`src/qlsm_pkg.sv`:
```
// Package of shared types and constants for the link quality monitor.
package qlsm_pkg;

    localparam logic [1:0] FUNC_SENT  = 2'd0;
    localparam logic [1:0] FUNC_REPLY = 2'd1;
    localparam logic [1:0] FUNC_TICK  = 2'd2;

    localparam logic [2:0] REG_MAX_RTT    = 3'd0;
    localparam logic [2:0] REG_MAX_JITTER = 3'd1;
    localparam logic [2:0] REG_MIN_PDR    = 3'd2;
    localparam logic [2:0] REG_MIN_SCORE  = 3'd3;
    localparam logic [2:0] REG_MIN_HOLD   = 3'd4;
    localparam logic [2:0] REG_CUTOFF     = 3'd5;
    localparam logic [2:0] REG_MIN_DEGR   = 3'd6;
    localparam logic [2:0] REG_WEIGHTS    = 3'd7;

    // Slot count of the probe table; the slot index is the low bits of seq, so it is a power
    // of two.
    localparam int PROBE_SLOTS = 64;

    localparam int CFG_DATA_BITS = 32;
    localparam logic [16:0] ONE_Q16 = 17'd65536;

    // Request into the iterative divider.
    typedef struct packed {
        logic        start;
        logic [63:0] num;
        logic [63:0] den;
    } div_req_t;

    typedef struct packed {
        logic        busy;
        logic        done;
        logic [63:0] quo;
    } div_rsp_t;

endpackage

```
`src/qlsm_div.sv`:
```
// Restoring radix-2 divider, one quotient bit per cycle.
module qlsm_div
(
    input  logic              clk,
    input  logic              rst_n,
    input  qlsm_pkg::div_req_t req,
    output qlsm_pkg::div_rsp_t rsp
);
    logic [63:0] quo_reg, quo_next;
    logic [63:0] rem_reg, rem_next;
    logic [63:0] den_reg, den_next;
    logic [6:0]  cnt_reg, cnt_next;
    logic        busy_reg, busy_next;
    logic        done_reg, done_next;
    logic [64:0] trial;

    always_comb
    begin
        quo_next  = quo_reg;
        rem_next  = rem_reg;
        den_next  = den_reg;
        cnt_next  = cnt_reg;
        busy_next = busy_reg;
        done_next = 1'b0;
        trial     = {rem_reg, quo_reg[63]} - {1'b0, den_reg};
        if (req.start)
        begin
            quo_next  = req.num;
            rem_next  = '0;
            den_next  = req.den;
            cnt_next  = 7'd64;
            busy_next = 1'b1;
        end
        else if (busy_reg)
        begin
            if (!trial[64])
            begin
                rem_next = trial[63:0];
                quo_next = {quo_reg[62:0], 1'b1};
            end
            else
            begin
                rem_next = {rem_reg[62:0], quo_reg[63]};
                quo_next = {quo_reg[62:0], 1'b0};
            end
            cnt_next = cnt_reg - 7'd1;
            if (cnt_reg == 7'd1)
            begin
                busy_next = 1'b0;
                done_next = 1'b1;
            end
        end
    end

    always_ff @(posedge clk or negedge rst_n)
    begin
        if (!rst_n)
        begin
            cnt_reg  <= '0;
            busy_reg <= 1'b0;
            done_reg <= 1'b0;
        end
        else
        begin
            cnt_reg  <= cnt_next;
            busy_reg <= busy_next;
            done_reg <= done_next;
        end
    end

    always_ff @(posedge clk)
    begin
        quo_reg <= quo_next;
        rem_reg <= rem_next;
        den_reg <= den_next;
    end

    assign rsp.busy = busy_reg;
    assign rsp.done = done_reg;
    assign rsp.quo  = quo_reg;
endmodule

```
`config.mk`:
```
export PLATFORM = sky130hd
export DESIGN_NAME = qlsm_div
export DESIGN_NICKNAME = d
export VERILOG_FILES = /design/src/qlsm_pkg.sv /design/src/qlsm_div.sv
export SDC_FILE = /design/constraint.sdc
export NUM_CORES = 1
export LEC_CHECK = 0
export ABC_AREA = 1
export BUFFER_PORTS_ARGS = -buffer_cell sky130_fd_sc_hd__buf_2
export CAP_MARGIN = 20
export CORE_MARGIN = 10
export CORE_UTILIZATION = 59
export CTS_CLUSTER_SIZE = 14
export DETAILED_ROUTE_END_ITERATION = 12
export PLACE_DENSITY = 0.87
export SKIP_CTS_REPAIR_TIMING = 1
export SLEW_MARGIN = 20
export SYNTH_ARGS = -nofsm -noshare
export SYNTH_HDL_FRONTEND = slang
export SYNTH_SLANG_ARGS = --single-unit
```
`constraint.sdc`:
```
create_clock -name clk -period 3.4 [get_ports clk]
set_input_delay 0.85 -clock clk [delete_from_list [all_inputs] [get_ports clk]]
set_output_delay 0.85 -clock clk [all_outputs]
set_load 0.02 [all_outputs]
```
Word level (Yosys, flattened, before mapping)
Cells that the tools add are included.
{ "totals": {"regBits": 201, "in_bits": 131, "word_cells": 22} }
{ "classes": {"add_sub_neg": 2, "eq_ne": 1, "mux": 12, "n_reduce_logical": 1} }
{ "op_table": {"columns": ["op", "n"], "rows": [
  ["64-bit 2-to-1 mux", 3],
  ["65-bit by 64-bit subtractor with 65-bit output", 1],
  ["7-bit 2-to-1 mux", 2],
  ["7-bit by 1-bit == test with 1-bit output (second input constant)", 1],
  ["1-bit 2-to-1 mux", 7],
  ["7-bit by 1-bit subtractor with 7-bit output (second input constant)", 1],
  ["2-bit nonzero test", 1]
]} }

Logic depth before layout (Yosys ltp)
{ "depth": {"ltp_word": 4, "mapped_depth": 21, "depth_no_buf": 19} }

Least setup slack after synthesis
OpenSTA, ideal clock, no wires.
{ "synth_timing": {"path_type": "input-to-reg", "from": "input port req[128] in the netlist's numbering", "to": "register quo_reg[0], enable pin", "arrival_ns": 2.371, "required_ns": 2.981, "path_slack_ns": 0.610, "path_stages": 3, "path_buffers": 1, "cell_sequence": "nor2_1 > clkbuf_1 > inv_1"} }
{ "synth_between": {"elab_chain_cells": 1} }
{ "synth_lines": {"columns": ["element", "line_no", "text"], "rows": [
  ["start, declared", "qlsm_div.sv:6", "input qlsm_pkg::div_req_t req,"],
  ["2-bit nonzero test (no line)", null, null],
  ["end signal, assigned", "qlsm_div.sv:73", "quo_reg <= quo_next;"],
  ["end, declared", "qlsm_div.sv:9", "logic [63:0] quo_reg, quo_next;"]
]} }
Every way passes these cells.
A chain may end at the register's enable or synchronous reset.

Worst setup path in the final report
{ "layout_timing": {"from": "register quo_reg[63]", "to": "register rem_reg[31]"} }
{ "layout_between": {"elab_chain_cells": 2} }
{ "layout_lines": {"columns": ["element", "line_no", "text"], "rows": [
  ["65-bit by 64-bit subtractor with 65-bit output", "qlsm_div.sv:25", "trial = {rem_reg, quo_reg[63]} - {1'b0, den_reg};"],
  ["64-bit 2-to-1 mux", "qlsm_div.sv:36", "if (!trial[64])"],
  ["end signal, assigned", "qlsm_div.sv:74", "rem_reg <= rem_next;"],
  ["end, declared", "qlsm_div.sv:10", "logic [63:0] rem_reg, rem_next;"]
]} }
Every way passes these cells.

==> flow_summary.ini <==
[cts]
numCtsBuffers = 23
clk_path_buf_depth = 3
cts_root_buf = clkbuf_16
clk_pin_slew_ns = 0.06
numClockSinks = 201
clock_latency_ns = 0.54
htree_levels = 1
cts_tree = done

[detailed_routing]
drt.antenna.violating_nets = 0
drtIter0Drc = 1168
routedWlPerCell_um = 15.8
finalWirelength_um = 44600
route.detailed.drc = 0
dr_total_vias = 14000
dr.pass1.iters = 8
vias_per_cell = 4.97

[sta]
holdWs_ns = 0.165
skew_ns = 0.0132
hold_violations = 0
drv_slew = 0
setup_viol = 0
period_needed_ns = 3.01
worst_slew_pin_slew_ns = 0.868
fin_tns_setup_ns = 0
fmax_mhz = 332
relSlewSlack_pct = 42.0
rsz0062_at_grt = false
fin_crit_sh_pct = 88.7

[die]
die-area_mm2 = 0.0313
initial_core_util_pct = 59.8
die_y_um = 177
ioPinCount = 197
core_mm2 = 0.0242
rows = 57
die_w_um = 177

[worst_setup_path]
end_kind = flip-flop
reg2reg_depth = 20
path_cells = inv_1 > ha_1 > fa_1 > inv_1 > nand2_1 > nand2_1 > nand3_1 > nand2_2 > nand2_1 > nand2_2 > nand2_2 > nand2_2 > nand2_2 > nand2_2 > nand2_1 > nand2_2 > buf_4 > nand2_1 > nand3_1 > nand2_1
cpPeakStageDelay_ns = 0.43
cp_data_required_time_ns = 3.82
critPathKind = reg -> reg
ff2ff_setup_slack_ns = 0.39
arrival_ns = 3.44
r2r_end = rem_reg[31]$_SDFFE_PP0P_
critPathSlowestCell = fa_1
reg2reg_from = quo_reg[63]$_DFFE_PP_
timing.critical_path.mode_cell = nand2_2
cp-startpoint = quo_reg[63]$_DFFE_PP_
startpoint_type = flip-flop
path_max_fanout = 34

[yosys]
ys_seq_area_share_pct = 36.9
syn-cell-area_mm2 = 0.0145
synth-compound-area-share_pct = 2.70
synth.mux.area_fraction_pct = 0
synthCells = 2292
synth_nets = 2490
synth_simple_gate_area_share_pct = 38.0
synth_top_family_by_area = simple AND/OR/NAND/NOR gates
yosys.cell_types.count = 34
syn_area_per_cell_um2 = 6.33
synth.area.top_cells = nand2_1, edfxtp_1, inv_1
synthAdderAreaFrac_pct = 5.83
synth_xor_area_share_pct = 1.87
yosysTopAreaCellShare_pct = 27.7
yosys_warnings = 0
ys_ff_latch = 201
yosys.area.top_type = nand2_1

[place]
place.gp.congestion = 1.01
placed_area_mm2 = 0.0158
dp_hpwl_um = 35400
place.port_buffers = 196

[power]
ir_worst_vdd_mv = 0.392
power_density_mw_per_mm2 = 372
finalPower_mw = 6.13
p_leak_nw = 9.67

[flow_run]
cap_violations = 0

[finish]
fillers = 2229
drive_above_1_share_pct = 11.5
area_growth_pct = 13.6
multiInputGateArea_mm2 = 0.00704
design_area_mm2 = 0.0165
fin_nets = 2677
regArea_mm2 = 0.00535

[global_routing]
grt_pass1_wl_um = 71000
gr-usage-all-layers_pct = 28.3
gr-total-overflow = 0
grt_max_degree = 104
grt_pass1_vias = 13700
antenna_found_initial = 1

[hold_path]
hp-class = in -> async

[status]
status = completed
-- cells in the mapped netlist --
cell	count
nand2_1	1070
nand3_2	1
buf_1	4
nand2_4	2
inv_2	5
buf_6	7
a21oi_2	2
buf_4	3
fa_1	1
a21oi_1	53
dfxtp_1	64
dfrtp_1	9
o22ai_1	1
o21bai_1	1
nand3_1	133
nor2_4	2
clkbuf_1	23
xnor2_1	26
nor4_2	1
nor2_2	7
buf_8	3
edfxtp_1	128
nand3b_1	7
ha_1	66
inv_1	493
and3_1	1
buf_2	4
nor2_1	106
nor4_1	2
xor2_1	5
o21ai_0	19
nand2_2	21
nor3_1	13
nand4_1	9
-- worst max path at each step --
stage                     slack [ns]  cells past startpoint                       end
after floorplan                 0.61                      3      quo_reg[0]$_DFFE_PP_
after global placement          0.62                     18      quo_reg[0]$_DFFE_PP_
after detailed placement        0.46                     18      quo_reg[0]$_DFFE_PP_
after CTS                       0.42                     20  rem_reg[31]$_SDFFE_PP0P_
after global routing            0.18                     20  rem_reg[31]$_SDFFE_PP0P_
final                           0.39                     20  rem_reg[31]$_SDFFE_PP0P_
-- where the power goes --
| part | switching, mW | internal, mW |
|---|---|---|
| logic | 0.607 | 0.299 |
| clock network | 1.05 | 1.30 |
| registers | 0.0860 | 2.78 |
-- cell type report --
cell class | count | area share, %
Antenna cell | 1 | 0.0152
Tap cell | 324 | 2.46
Timing Repair Buffer | 206 | 6.73
Clock inverter | 13 | 0.531
Multi-Input combinational cell | 1549 | 42.7
Inverter | 498 | 11.3
Clock buffer | 29 | 3.75
Sequential cell | 201 | 32.5
-- metal layers --
layer	vias to the layer above	global-route usage, %	wire length, um
li1	7231	-	-
met1	6198	36.0	19000
met2	496	45.4	20100
met3	89	7.04	3560
met4	0	11.1	1890
met5	-	0	0
-- worst max-delay path, delay by kind of cell, from the launching register on --
| kind | cells | cell delay [ns] |
|---|---|---|
| adders and majority gates | 2 | 0.66 |
| buffers and inverters | 3 | 0.58 |
| DFF | 1 | 0.36 |
| and+or+nand+nor | 15 | 1.29 |
-- stage by stage --
| step | setup slack (ns) | cells | utilization, % |
|---|---|---|---|
| floorplan | 0.610 | 2292 | - |
| global placement | 0.622 | 2778 | 65.0 |
| detailed placement | 0.459 | 2778 | 65.0 |
| CTS | 0.417 | 2820 | 68.0 |
| global route | 0.180 | 2820 | 68.0 |
| finish | 0.385 | 2821 | 68.0 |
-- cell families after synthesis --
kind of cell / after synthesis
DFF: 201
AOI/OAI and AO/OA: 76
xor gates and xnor gates: 31
buffers and inverters: 542
adders and majority gates: 67
and+or+nand+nor: 1375
-- placed cells by master, fill, tap and decap left out, types with 4 or more instances in the layout --
master / synthesis / routed
nor2_4: 2 / 4
dfrtp_1: 9 / 9
dfxtp_1: 64 / 64
buf_2: 4 / 195
nor3_1: 13 / 13
buf_4: 3 / 7
clkbuf_16: 0 / 23
nand3b_1: 7 / 7
nor2_1: 106 / 104
nor2_2: 7 / 7
edfxtp_1: 128 / 128
xor2_1: 5 / 5
nand4_1: 9 / 9
nand3_1: 133 / 133
ha_1: 66 / 66
clkinv_2: 0 / 7
buf_12: 0 / 4
nand2_1: 1070 / 1070
inv_2: 5 / 6
o21ai_0: 19 / 19
nand2_2: 21 / 21
a21oi_1: 53 / 53
xnor2_1: 26 / 26
inv_1: 493 / 492
clkbuf_1: 23 / 4
Power figures use the tool's default switching activity.
